--- src/rtl/gsig_pkg.sv ---
// shared widths, register indexes, reset sizes and emit phase codes for the strip index generator
package gsig_pkg;

  localparam int unsigned IDX_W     = 23;
  localparam int unsigned LVL_W     = 4;
  localparam int unsigned QLOG_W    = 3;
  localparam int unsigned GLOG_W    = 4;
  localparam int unsigned CFG_IDX_W = 1;
  localparam int unsigned CFG_DAT_W = 4;

  localparam logic [CFG_IDX_W-1:0] CFG_QUAD_LOG2 = 1'b0;
  localparam logic [CFG_IDX_W-1:0] CFG_GRID_LOG2 = 1'b1;

  localparam logic [QLOG_W-1:0] QUAD_LOG2_RST = 3'd4;
  localparam logic [GLOG_W-1:0] GRID_LOG2_RST = 4'd3;

  localparam int unsigned PH_W = 2;
  localparam logic [PH_W-1:0] PH_UPPER = 2'd0;
  localparam logic [PH_W-1:0] PH_LOWER = 2'd1;
  localparam logic [PH_W-1:0] PH_JOIN1 = 2'd2;
  localparam logic [PH_W-1:0] PH_JOIN2 = 2'd3;

endpackage

--- src/rtl/grid_strip_index_generator.sv ---
// Terrain patch strip index generator: one vertex index per item, with
// degenerate joins between rows and level of detail tags. Every accepted item
// yields exactly one index, and an item can be accepted on every clock cycle
// while the output is not stalled: the column, row, phase, level, row base and
// pitch counters step together and the index lands in the output register, so the
// sustained rate is one index per cycle while the output is not stalled.
// A restart item returns to the first index of level 0 and emits it at once.
// Writing either size register also returns the sequence to its start.
module grid_strip_index_generator #(
  parameter int unsigned MAX_QUAD_LOG2 = 7,
  parameter int unsigned MAX_GRID_LOG2 = 8
) (
  input  logic                             clk_i,
  input  logic                             rst_ni,
  input  logic                             cfg_we_i,
  input  logic [gsig_pkg::CFG_IDX_W-1:0]   cfg_index_i,
  input  logic [gsig_pkg::CFG_DAT_W-1:0]   cfg_data_i,
  input  logic                             in_valid_i,
  output logic                             in_stall_o,
  input  logic                             restart_i,
  output logic                             out_valid_o,
  input  logic                             out_stall_i,
  output logic [gsig_pkg::IDX_W-1:0]       vertex_index_o,
  output logic [gsig_pkg::LVL_W-1:0]       detail_level_o,
  output logic                             level_last_o,
  output logic                             sequence_last_o
);

  localparam int unsigned COL_W   = MAX_QUAD_LOG2 + 1;
  localparam int unsigned ROW_W   = MAX_QUAD_LOG2;
  localparam int unsigned QE_W    = $clog2(MAX_QUAD_LOG2 + 1);
  localparam int unsigned GE_W    = $clog2(MAX_GRID_LOG2 + 1);
  localparam int unsigned SUM_W   = $clog2(MAX_QUAD_LOG2 + MAX_GRID_LOG2 + 1);
  localparam int unsigned PITCH_W = MAX_QUAD_LOG2 + MAX_GRID_LOG2 + 1;
  localparam int unsigned IDX_W   = gsig_pkg::IDX_W;
  localparam int unsigned LVL_W   = gsig_pkg::LVL_W;

  logic [gsig_pkg::QLOG_W-1:0] quad_log2_q;
  logic [gsig_pkg::GLOG_W-1:0] grid_log2_q;

  logic [COL_W-1:0]          col_q, col_d;
  logic [ROW_W-1:0]          row_q, row_d;
  logic [gsig_pkg::PH_W-1:0] phase_q, phase_d;
  logic [LVL_W-1:0]          level_q, level_d;
  logic [IDX_W-1:0]          base_q, base_d;
  logic [PITCH_W-1:0]        pitch_q, pitch_d;

  logic                      out_valid_q;
  logic [IDX_W-1:0]          vertex_index_q;
  logic [LVL_W-1:0]          detail_level_q;
  logic                      level_last_q;
  logic                      sequence_last_q;

  logic                      in_acc;
  logic [QE_W-1:0]           q_eff;
  logic [GE_W-1:0]           g_eff;
  logic [COL_W-1:0]          quad;
  logic [SUM_W-1:0]          size_log2;
  logic [COL_W-1:0]          col_cur;
  logic [ROW_W-1:0]          row_cur;
  logic [gsig_pkg::PH_W-1:0] phase_cur;
  logic [LVL_W-1:0]          lvl_cur;
  logic [IDX_W-1:0]          base_cur;
  logic [PITCH_W-1:0]        pitch_cur;
  logic [IDX_W-1:0]          lower_row;
  logic                      strip_start;
  logic [IDX_W-1:0]          idx_d;
  logic                      lvl_last_d;
  logic                      seq_last_d;

  assign in_stall_o = out_valid_q & out_stall_i;
  assign in_acc     = in_valid_i & ~in_stall_o;

  // oversized registers are clamped to the supported grid
  always_comb begin
    if (int'(quad_log2_q) > MAX_QUAD_LOG2) begin
      q_eff = QE_W'(MAX_QUAD_LOG2);
    end else begin
      q_eff = QE_W'(quad_log2_q);
    end
    if (int'(grid_log2_q) > MAX_GRID_LOG2) begin
      g_eff = GE_W'(MAX_GRID_LOG2);
    end else begin
      g_eff = GE_W'(grid_log2_q);
    end
  end

  assign quad      = COL_W'(1) << q_eff;
  assign size_log2 = SUM_W'(q_eff) + SUM_W'(g_eff);

  always_comb begin
    col_cur   = col_q;
    row_cur   = row_q;
    phase_cur = phase_q;
    lvl_cur   = level_q;
    base_cur  = base_q;
    pitch_cur = pitch_q;
    if (restart_i) begin
      col_cur   = '0;
      row_cur   = '0;
      phase_cur = gsig_pkg::PH_UPPER;
      lvl_cur   = '0;
      base_cur  = '0;
      pitch_cur = '0;
    end
    if (lvl_cur > LVL_W'(g_eff)) begin
      lvl_cur = '0;
    end
    strip_start = (col_cur == '0) && (row_cur == '0) && (phase_cur == gsig_pkg::PH_UPPER);
    // pitch of the level is loaded on its first index
    if (strip_start) begin
      pitch_cur = (((PITCH_W'(1) << size_log2) + PITCH_W'(1)) >> lvl_cur) | PITCH_W'(1);
      base_cur  = '0;
    end
  end

  assign lower_row = base_cur + IDX_W'(pitch_cur);

  always_comb begin
    col_d      = col_cur;
    row_d      = row_cur;
    phase_d    = phase_cur;
    level_d    = lvl_cur;
    base_d     = base_cur;
    pitch_d    = pitch_cur;
    lvl_last_d = 1'b0;
    seq_last_d = 1'b0;
    case (phase_cur)
      gsig_pkg::PH_UPPER: begin
        idx_d   = base_cur + IDX_W'(col_cur);
        phase_d = gsig_pkg::PH_LOWER;
      end
      gsig_pkg::PH_LOWER: begin
        idx_d = lower_row + IDX_W'(col_cur);
        if (col_cur >= quad) begin
          if ((COL_W'(row_cur) + COL_W'(1)) >= quad) begin
            lvl_last_d = 1'b1;
          end else begin
            phase_d = gsig_pkg::PH_JOIN1;
            col_d   = '0;
          end
        end else begin
          col_d   = col_cur + COL_W'(1);
          phase_d = gsig_pkg::PH_UPPER;
        end
      end
      gsig_pkg::PH_JOIN1: begin
        idx_d   = lower_row + IDX_W'(quad);
        phase_d = gsig_pkg::PH_JOIN2;
      end
      default: begin
        idx_d   = lower_row;
        base_d  = lower_row;
        row_d   = row_cur + ROW_W'(1);
        col_d   = '0;
        phase_d = gsig_pkg::PH_UPPER;
      end
    endcase
    if (lvl_last_d) begin
      if (lvl_cur >= LVL_W'(g_eff)) begin
        seq_last_d = 1'b1;
        level_d    = '0;
      end else begin
        level_d = lvl_cur + LVL_W'(1);
      end
      col_d   = '0;
      row_d   = '0;
      phase_d = gsig_pkg::PH_UPPER;
      base_d  = '0;
    end
  end

  always_ff @(posedge clk_i or negedge rst_ni) begin
    if (!rst_ni) begin
      quad_log2_q <= gsig_pkg::QUAD_LOG2_RST;
      grid_log2_q <= gsig_pkg::GRID_LOG2_RST;
      col_q       <= '0;
      row_q       <= '0;
      phase_q     <= gsig_pkg::PH_UPPER;
      level_q     <= '0;
      base_q      <= '0;
      pitch_q     <= '0;
    end else if (cfg_we_i) begin
      case (cfg_index_i)
        gsig_pkg::CFG_QUAD_LOG2: quad_log2_q <= cfg_data_i[gsig_pkg::QLOG_W-1:0];
        gsig_pkg::CFG_GRID_LOG2: grid_log2_q <= cfg_data_i;
        default: ;
      endcase
      // a size change restarts the strip
      col_q   <= '0;
      row_q   <= '0;
      phase_q <= gsig_pkg::PH_UPPER;
      level_q <= '0;
      base_q  <= '0;
      pitch_q <= '0;
    end else if (in_acc) begin
      col_q   <= col_d;
      row_q   <= row_d;
      phase_q <= phase_d;
      level_q <= level_d;
      base_q  <= base_d;
      pitch_q <= pitch_d;
    end
  end

  always_ff @(posedge clk_i or negedge rst_ni) begin
    if (!rst_ni) begin
      out_valid_q <= 1'b0;
    end else if (in_acc) begin
      out_valid_q <= 1'b1;
    end else if (!out_stall_i) begin
      out_valid_q <= 1'b0;
    end
  end

  always_ff @(posedge clk_i) begin
    if (in_acc) begin
      vertex_index_q  <= idx_d;
      detail_level_q  <= lvl_cur;
      level_last_q    <= lvl_last_d;
      sequence_last_q <= seq_last_d;
    end
  end

  assign out_valid_o     = out_valid_q;
  assign vertex_index_o  = vertex_index_q;
  assign detail_level_o  = detail_level_q;
  assign level_last_o    = level_last_q;
  assign sequence_last_o = sequence_last_q;

  a_seq_last_is_level_last: assert property (@(posedge clk_i) disable iff (!rst_ni)
    out_valid_o && sequence_last_o |-> level_last_o)
    else $error("sequence end without level end");

  a_level_in_range: assert property (@(posedge clk_i) disable iff (!rst_ni)
    out_valid_o |-> detail_level_o <= LVL_W'(g_eff))
    else $error("detail level beyond grid levels");

  a_level_end_rewinds: assert property (@(posedge clk_i) disable iff (!rst_ni)
    in_acc && !cfg_we_i && lvl_last_d |=>
      col_q == '0 && row_q == '0 && phase_q == gsig_pkg::PH_UPPER && base_q == '0)
    else $error("strip counters not rewound after level end");

  a_stall_needs_result: assert property (@(posedge clk_i) disable iff (!rst_ni)
    in_stall_o |-> out_valid_q)
    else $error("input stalled with empty output register");

endmodule
--- config.mk ---
export PLATFORM = sky130hd
export DESIGN_NAME = grid_strip_index_generator
export DESIGN_NICKNAME = d
export VERILOG_FILES = /design/src/rtl/gsig_pkg.sv /design/src/rtl/grid_strip_index_generator.sv
export SDC_FILE = /design/constraint.sdc
export NUM_CORES = 1
export LEC_CHECK = 0
export BUFFER_PORTS_ARGS = -buffer_cell sky130_fd_sc_hd__clkbuf_2
export CAP_MARGIN = 0
export CORE_MARGIN = 2
export CORE_UTILIZATION = 63
export CTS_CLUSTER_SIZE = 10
export DETAILED_ROUTE_END_ITERATION = 12
export GPL_ROUTABILITY_DRIVEN = 0
export HOLD_SLACK_MARGIN = 0.02
export PLACE_DENSITY = 0.92
export SLEW_MARGIN = 20
export SYNTH_ARGS = -nofsm -noshare
export SYNTH_HDL_FRONTEND = slang
export SYNTH_SLANG_ARGS = --single-unit
export TNS_END_PERCENT = 1
--- constraint.sdc ---
create_clock -name clk_i -period 8.1 [get_ports clk_i]
set_clock_uncertainty 0.2 [all_clocks]
set_input_delay 1.215 -clock clk_i [delete_from_list [all_inputs] [get_ports clk_i]]
set_output_delay 1.215 -clock clk_i [all_outputs]
set_load 0.005 [all_outputs]
Yosys cells after proc, flatten, opt, wreduce, memory -nomap -nowiden. Cells that the tools add are included.

Word-level logic and storage cells: 91. Output and inout port bits: 31. Bits of input ports: 11. Flip-flop bits (word level): 97.

Add/sub/neg operators: 10. Shifts and indexed selects: 3. $lt $le $gt $ge: 5. Mux-type cells: 43. Eq/ne operators: 3. Bitwise operators: 4. Reductions and logical operators: 10.

Operators by type and width (number): $mux 23 (6); $add 23x8->23 (3); $pmux 23 s3 (1); $mux 16 (4); $mux 8 (6); $mux 7 (5); $mux 4 (7); $add 23x16->23 (1); $add 16x2->16 const B (1); $ge 8x8->1 (2); $pmux 8 s2 (1); $shl 1x4->16 const A (1); $shr 16x4->16 (1); $mux 2 (6); $add 7x1->8 const B (1); $add 8x1->8 const B (1); $logic_not 8->1 (1); $shl 1x3->8 const A (1); $add 7x1->7 const B (1); $logic_not 7->1 (1); $mux 1 (6); $pmux 2 s3 (1); $add 3x4->4 (1); $add 4x1->4 const B (1); 14 further kinds (18).

Longest topological paths before layout. Gate-level depths: netlist of the first run.

Word-level depth: 12. Gate-level depth with buffers: 33. Depth with buffers taken out: 32.

Worst setup path after synthesis of the first run. OpenSTA, ideal clock, no wires.

Kind: input to register. From: in restart_i. To: reg vertex_index_q[19], in the netlist vertex_index_o[19], data pin. Path slack: 0.837 ns. Buffers on the path: 3. Cell stages on the path: 30. Setup time: 0.261 ns. Data arrival time: 6.802 ns. Data required time: 7.639 ns. Cell sequence: clkbuf_1 -> clkbuf_1 -> nand2b_1 -> ha_1 -> nor2b_1 -> o21a_1 -> o21ai_1 -> a21oi_1 -> nor2_2 -> clkinv_1 -> and3_1 -> mux2_2 -> a32oi_1 -> o31ai_1 -> ha_1 -> a21o_1 -> a21oi_2 -> nand2_1 -> a21o_1 -> a21oi_1 -> xnor2_1 -> ha_1 -> or4_1 -> a21o_1 -> nand3_1 -> nand4bb_1 -> buf_2 -> or3_1 -> o31ai_1 -> a221o_1.

Cells in the longest elaborated chain, start to end: 8. Elaborated cells on any way between the ends: 23. Those cells by class: add/sub: 4; order compare: 1; eq/ne: 2; shift: 1; mux: 10; reduce/logical: 5.

Ends and longest elaborated chain: start, declared (line grid_strip_index_generator.sv:20) `input logic restart_i,`; $mux 4 * (line grid_strip_index_generator.sv:98) `if (restart_i) begin`; $gt 4x4->1 (line grid_strip_index_generator.sv:106) `if (lvl_cur > LVL_W'(g_eff)) begin`; $mux 4 * (line grid_strip_index_generator.sv:106); via lvl_cur[0] (line grid_strip_index_generator.sv:62) `logic [LVL_W-1:0] lvl_cur;`; $shr 16x4->16 * (line grid_strip_index_generator.sv:112) `pitch_cur = (((PITCH_W'(1) << size_log2) + PITCH_W'(1)) >> lvl_cur) | PITCH_W'(1);`; $mux 16 * (line grid_strip_index_generator.sv:111) `if (strip_start) begin`; $add 23x16->23 * (line grid_strip_index_generator.sv:117) `assign lower_row = base_cur + IDX_W'(pitch_cur);`; $add 23x8->23 (on tied branches) (line grid_strip_index_generator.sv:148, grid_strip_index_generator.sv:134); $pmux 23 s3 * (line grid_strip_index_generator.sv:128) `case (phase_cur)`; via idx_d[19] (line grid_strip_index_generator.sv:67) `logic [IDX_W-1:0] idx_d;`; end signal, assigned (line grid_strip_index_generator.sv:218) `vertex_index_q <= idx_d;`; end, declared (line grid_strip_index_generator.sv:49) `logic [IDX_W-1:0] vertex_index_q;`.

The timed path passes the listed nets; every way through them passes the cells marked *. A chain may end at the register's enable or synchronous reset.

Worst setup path after layout of the first run. Ends and elaborated chain as after synthesis.

==> results of run 1 <==
[cells by family after synthesis]
family / share of synthesized area
XOR/XNOR: 0.0613
AND/OR/NAND/NOR: 0.211
flip-flops: 0.295
buffers and inverters: 0.0428
adder cells (fa/ha/maj): 0.110
AO/OA/AOI/OAI: 0.255
multiplexers: 0.0250
[worst max-delay path by stage]
stage                         endpoint  slack, ps  depth (start not counted)
CTS                 vertex_index_o[19]        610                         28
floorplan           vertex_index_o[19]        840                         30
finish              vertex_index_o[19]        440                         28
detailed placement  vertex_index_o[19]        290                         28
global placement    vertex_index_o[19]        560                         28
global route        vertex_index_o[19]         60                         28
[cells in the final DEF, fill, tap and decap left out, drive strengths merged, types with 7 or more instances in the layout]
| cell | Yosys | routed |
|---|---|---|
| nand2 | 103 | 103 |
| nor2 | 82 | 82 |
| ha | 70 | 70 |
| dfrtp | 65 | 65 |
| o21ai | 62 | 62 |
| a21oi | 51 | 51 |
| clkbuf | 36 | 50 |
| inv | 47 | 48 |
| xnor2 | 42 | 42 |
| nand2b | 29 | 29 |
| edfxtp | 29 | 29 |
| a22o | 26 | 26 |
| a21o | 25 | 25 |
| nor3 | 24 | 24 |
| and2 | 23 | 23 |
| nand3 | 22 | 22 |
| xor2 | 19 | 19 |
| and3 | 17 | 17 |
| mux2i | 15 | 15 |
| nand4 | 15 | 15 |
| buf | 12 | 14 |
| o31ai | 13 | 13 |
| nor2b | 12 | 12 |
| o21a | 12 | 12 |
| nor4 | 11 | 11 |
| a32oi | 10 | 10 |
| a211oi | 10 | 10 |
| a22oi | 9 | 9 |
| o221ai | 9 | 9 |
| or3 | 8 | 8 |
| a221oi | 8 | 8 |
| a31oi | 7 | 7 |
| a32o | 7 | 7 |
| o211ai | 7 | 7 |
| a311oi | 7 | 7 |
[per-layer routing]
metal,routed length [um],up-vias,share of wire,track usage
met2,11000,703,0.44,0.518
li1,-,3838,-,-
met1,9890,3980,0.40,0.471
met4,1060,0,0.042,0.156
met5,0,-,0,0
met3,3100,125,0.12,0.0772
[sequential cells by signal (all words and copies together), names as in the netlist]
signal,count
row_q,7
phase_q,2
base_q,23
col_q,8
level_last_o,1
out_valid_o,1
grid_log2_q,4
sequence_last_o,1
level_q,4
pitch_q,16
vertex_index_o,23
q_eff,3
detail_level_o,4
[timing repair]
item,4_1_cts,5_1_grt
setup endpoints to repair,0,1
resized for setup,0,1
hold endpoints to repair,0,0
[report_power, final]
part           total [mW]  internal [mW]  switching (mW)
Combinational       0.441          0.150           0.291
Clock               0.447          0.241           0.206
Sequential          0.538          0.525          0.0129
[worst register-to-register path: cells and delay by family (launching register included)]
kind / cells / cell delay (ps)
muxes: 1 / 170
and+or+nand+nor: 10 / 2250
adders and majority gates: 4 / 1040
xor gates and xnor gates: 3 / 960
buffers and inverters: 2 / 200
AOI/OAI and AO/OA: 10 / 1840
DFF: 1 / 400
[per-stage QoR]
stage | hold WS (ps) | util | instance area, um2
2_1_floorplan | 242 | - | 8720
3_5_place_dp | 266 | 0.679 | 9100
3_3_place_gp | 255 | 0.679 | 9100
6_report | 279 | 0.702 | 9410
4_1_cts | 282 | 0.701 | 9390
5_1_grt | 308 | 0.702 | 9410
[cell type report]
type,count,area (um2),share of cell area
flip-flops and latches,97,2580,0.274
well taps,176,220,0.0234
inverters,49,184,0.0195
repair buffers,54,303,0.0322
clock inverters,6,67.6,0.00718
clock buffers,10,229,0.0243
diodes,1,2.50,0.000266
multi-input cells,827,5830,0.619
==> impl_metrics.py, run 1 <==
metrics = {
    "logic_synthesis": {
        "seq_area_frac_synth": 0.295,
        "synthFlopType": "dfrtp_1",
        "synthTopCellsByCount": "nand2_1, nor2_1, ha_1",
        "syn_area_mm2": 0.00872,
        "synthesis.instances": 1021,
        "syn-mean-instance-area_um2": 8.54,
        "synth_cell_type_count": 82,
        "synth_fp_nets": 1106,
        "yosysMostFrequentCell": "nand2_1",
        "yosysWarningCount": 0,
        "async_flop_share": 0.701,
        "synth_top_cell_area_share": 0.187,
        "synthTopCellsByArea": "dfrtp_1, ha_1, edfxtp_1",
        "synth_largest_area_cell": "dfrtp_1",
        "synth_edf_count": 29,
        "ys_ff_latch": 97,
    },
    "worst_setup_path": {
        "crit_arrival_ps": 7570,
        "crit_path_start": "restart_i",
        "crit_path_max_incr_delay_ps": 480,
        "startpoint_type": "input port",
        "critPathMaxFanout": 9,
        "rrSetupSlack_ps": 780,
        "required_ps": 8010,
        "critical-path-top-delay-family": "compound AO/OA/AOI/OAI gates",
        "reg2reg_depth": 30,
        "cp-end-kind": "flip-flop",
        "path_buf_inv": 2,
        "reg2reg_from": "grid_log2_q[3]",
        "worst_r2r_endpoint": "vertex_index_o[19]",
        "critical_path_class": "in -> reg",
        "cp_slowest_cell": "or4_1",
    },
    "sta": {
        "fmax_mhz": 131,
        "tightestPinTransition_ps": 1060,
        "fin_ws_ps": 440,
        "slew_violations": 0,
        "hold_viol": 0,
        "relSlewSlack": 0.285,
        "timing.final.crit_share": 0.946,
        "period_minus_slack_ps": 7660,
        "rsz0062_at_grt": "false",
        "finalSetupViolations": 0,
        "tns_ps": 0,
    },
    "clock_network": {
        "cts_made_buffers": 9,
        "clock_latency_ps": 360,
        "clock_sinks": 97,
        "post-cts-setup-buffer-count": 0,
        "htree_levels": 3,
        "ctsHoldBuffers": 0,
        "path_clk_slew_ps": 80,
        "clock-root-buffer": "clkbuf_16",
        "cts_tree": "done",
        "clk_path_buf_depth": 2,
    },
    "power_and_ir_drop": {
        "p_leak_nw": 4.05,
        "p_total_mw": 1.43,
        "ir_drop_mv": 0.124,
        "p_per_area_mw_per_mm2": 152,
    },
    "cells_and_area": {
        "stdcell_count": 1220,
        "final_nets": 1123,
        "area_delta_synth_final_pct": 7.91,
        "drive_gt1_frac": 0.0978,
        "fillers": 967,
    },
    "die": {
        "die_area_mm2": 0.0148,
        "ios": 42,
        "initial_core_util": 0.651,
        "die_h_um": 122,
        "chipWidth_um": 122,
        "core_area_mm2": 0.0134,
        "num_rows": 42,
    },
    "global_routing": {
        "grt_pass1_vias": 7907,
        "grt_overflow_total": 0,
        "antenna_found_initial": 0,
        "grt_usage": 0.343,
        "grt_max_degree": 69,
        "grt_pass1_wl_mm": 40.0,
    },
    "route": {
        "first_pass_iters": 6,
        "drt_iter0_drc": 1608,
        "totalWireLength_mm": 25.0,
        "ant_nets": 0,
        "drc_errors": 0,
        "detail_route.vias_per_cell": 7.09,
        "via_count": 8646,
        "wl_per_cell_um": 20.5,
    },
    "min_path": {
        "worstHoldStart": "base_q[2]",
        "hold_path_end": "base_q[2]",
        "worst_hold_path_type": "reg -> reg",
        "whs_path_depth": 2,
    },
    "place": {
        "dp_cells": 1203,
        "dp_hpwl_mm": 17.9,
        "io_buffers": 41,
        "place_ws_ps": 293,
    },
    "run_status": {
        "status": "completed",
    },
    "run": {
        "drv_cap": 0,
    },
}
Note: power is estimated with default switching activity, not from simulation.
==> inputs of run 2 (changes only) <==
CORE_ASPECT_RATIO = 1.2   (was not set)
CORE_MARGIN = 5   (was 2)
SETUP_SLACK_MARGIN = 0.05   (was not set)
==> impl_metrics.py, run 2 (synthesis gave the netlist of run 1 again) <==
metrics = {
    "place": {
        "dpl_cell_area_mm2": 0.00909,
        "io_buffers": 41,
        "dp_hpwl_mm": 18.9,
        "place_ws_ps": 294,
        "dp_cells": 1199,
    },
    "global_routing": {
        "antenna_found_initial": 0,
        "grt_pass1_vias": 8291,
        "grt_max_degree": 69,
        "grt_overflow_total": 0,
        "grt_pass1_wl_mm": 41.6,
        "grt_usage": 0.311,
    },
    "run": {
        "drv_cap": 0,
    },
    "die": {
        "initial_core_util": 0.636,
        "chipWidth_um": 117,
        "core_area_mm2": 0.0137,
        "die_h_um": 139,
        "num_rows": 47,
        "die_area_mm2": 0.0163,
        "ios": 42,
    },
    "clock_network": {
        "cts_tree": "done",
        "htree_levels": 3,
        "post-cts-setup-buffer-count": 0,
        "path_clk_slew_ps": 70,
        "clock_latency_ps": 380,
        "clock-root-buffer": "clkbuf_16",
        "cts_made_buffers": 9,
        "clock_sinks": 97,
        "clk_path_buf_depth": 2,
    },
    "route": {
        "detail_route.vias_per_cell": 7.09,
        "via_count": 8616,
        "ant_nets": 0,
        "drt_iter0_drc": 1031,
        "wl_per_cell_um": 21.5,
        "wl_met3_mm": 2.20,
        "met2_length_mm": 12.4,
        "totalWireLength_mm": 26.1,
        "first_pass_iters": 8,
        "drc_errors": 0,
        "highest_layer": "met4",
        "m1WireLength_mm": 9.54,
    },
    "cells_and_area": {
        "final_nets": 1124,
        "layout_commonest_cell": "nand2_1",
        "stdcell_area_mm2": 0.00941,
        "fillers": 1031,
        "diodes": 0,
        "final_cell_mix": "nand2_1, nor2_1, ha_1",
        "drive_gt1_frac": 0.101,
        "area_delta_synth_final_pct": 7.91,
        "stdcell_count": 1215,
    },
    "sta": {
        "fin_ws_ps": 513,
        "slew_violations": 0,
        "tightestPinTransition_ps": 1030,
        "timing.final.crit_share": 0.937,
        "hold_viol": 0,
        "tns_ps": 0,
        "fin_hold_ws_ps": 278,
        "fmax_mhz": 132,
        "finalSetupViolations": 0,
        "period_minus_slack_ps": 7590,
        "relSlewSlack": 0.304,
        "rsz0062_at_grt": "false",
    },
    "worst_setup_path": {
        "startpoint_type": "input port",
        "critical_path_class": "in -> reg",
        "crit_arrival_ps": 7490,
        "required_ps": 8010,
        "critPathMaxFanout": 9,
        "cp_slowest_cell": "nor4_1",
        "crit_path_max_incr_delay_ps": 480,
        "cp-end-kind": "flip-flop",
    },
    "power_and_ir_drop": {
        "ir_drop_mv": 0.118,
        "p_leak_nw": 4.07,
        "p_per_area_mw_per_mm2": 154,
    },
    "min_path": {
        "worst_hold_path_type": "reg -> reg",
    },
    "run_status": {
        "status": "completed",
    },
}
## run 2: path summary, 6_finish.rpt
kind	startpoint	depth (start not counted)	slack, ps	endpoint
worst max-delay path	restart_i	29	510	vertex_index_o[22]
max in group asynchronous	rst_ni	2	6180	col_q[1]
worst max register to register	grid_log2_q[0]	27	860	vertex_index_o[22]
worst min-delay path	row_q[0]	2	280	row_q[0]
min in group asynchronous	rst_ni	2	870	out_valid_o
worst min register to register	row_q[0]	2	280	row_q[0]
## run 2: critical path, delay by kind of cell
family	cells	cell delay, ps
AND/OR/NAND/NOR	10	2270
adder cells (fa/ha/maj)	3	1040
AO/OA/AOI/OAI	12	2100
multiplexers	1	310
XOR/XNOR	1	130
buffers and inverters	2	430
## run 2: per-stage QoR
step / util / power (mW)
2_1_floorplan: - / 0.846
6_report: 0.687 / 1.45
5_1_grt: 0.687 / 1.51
4_1_cts: 0.686 / 1.43
3_5_place_dp: 0.663 / 0.974
3_3_place_gp: 0.663 / 0.960
## run 2: where the power goes
part / switching [mW] / internal (mW) / total [mW]
logic: 0.291 / 0.153 / 0.444
registers: 0.0129 / 0.525 / 0.538
clock network: 0.218 / 0.245 / 0.463
total: 0.522 / 0.923 / 1.45
## run 2: metal layers
layer,up-vias,GRT usage
met5,-,0
met4,0,0.219
li1,3844,-
met2,563,0.504
met1,4028,0.370
met3,181,0.0604
## run 2: repair_timing
action                     in CTS  in global routing
setup endpoints to repair       0                  1
gates resized for setup         0                  1
hold buffers                    0                  0
## run 2: area by class of cell
| class | instances | area [um2] | area share |
|---|---|---|---|
| multi-input cells | 827 | 5810 | 0.618 |
| clock buffers | 9 | 225 | 0.0239 |
| well taps | 171 | 214 | 0.0227 |
| clock inverters | 7 | 85.1 | 0.00904 |
| repair buffers | 55 | 310 | 0.0330 |
| inverters | 49 | 184 | 0.0195 |
| flip-flops and latches | 97 | 2580 | 0.274 |
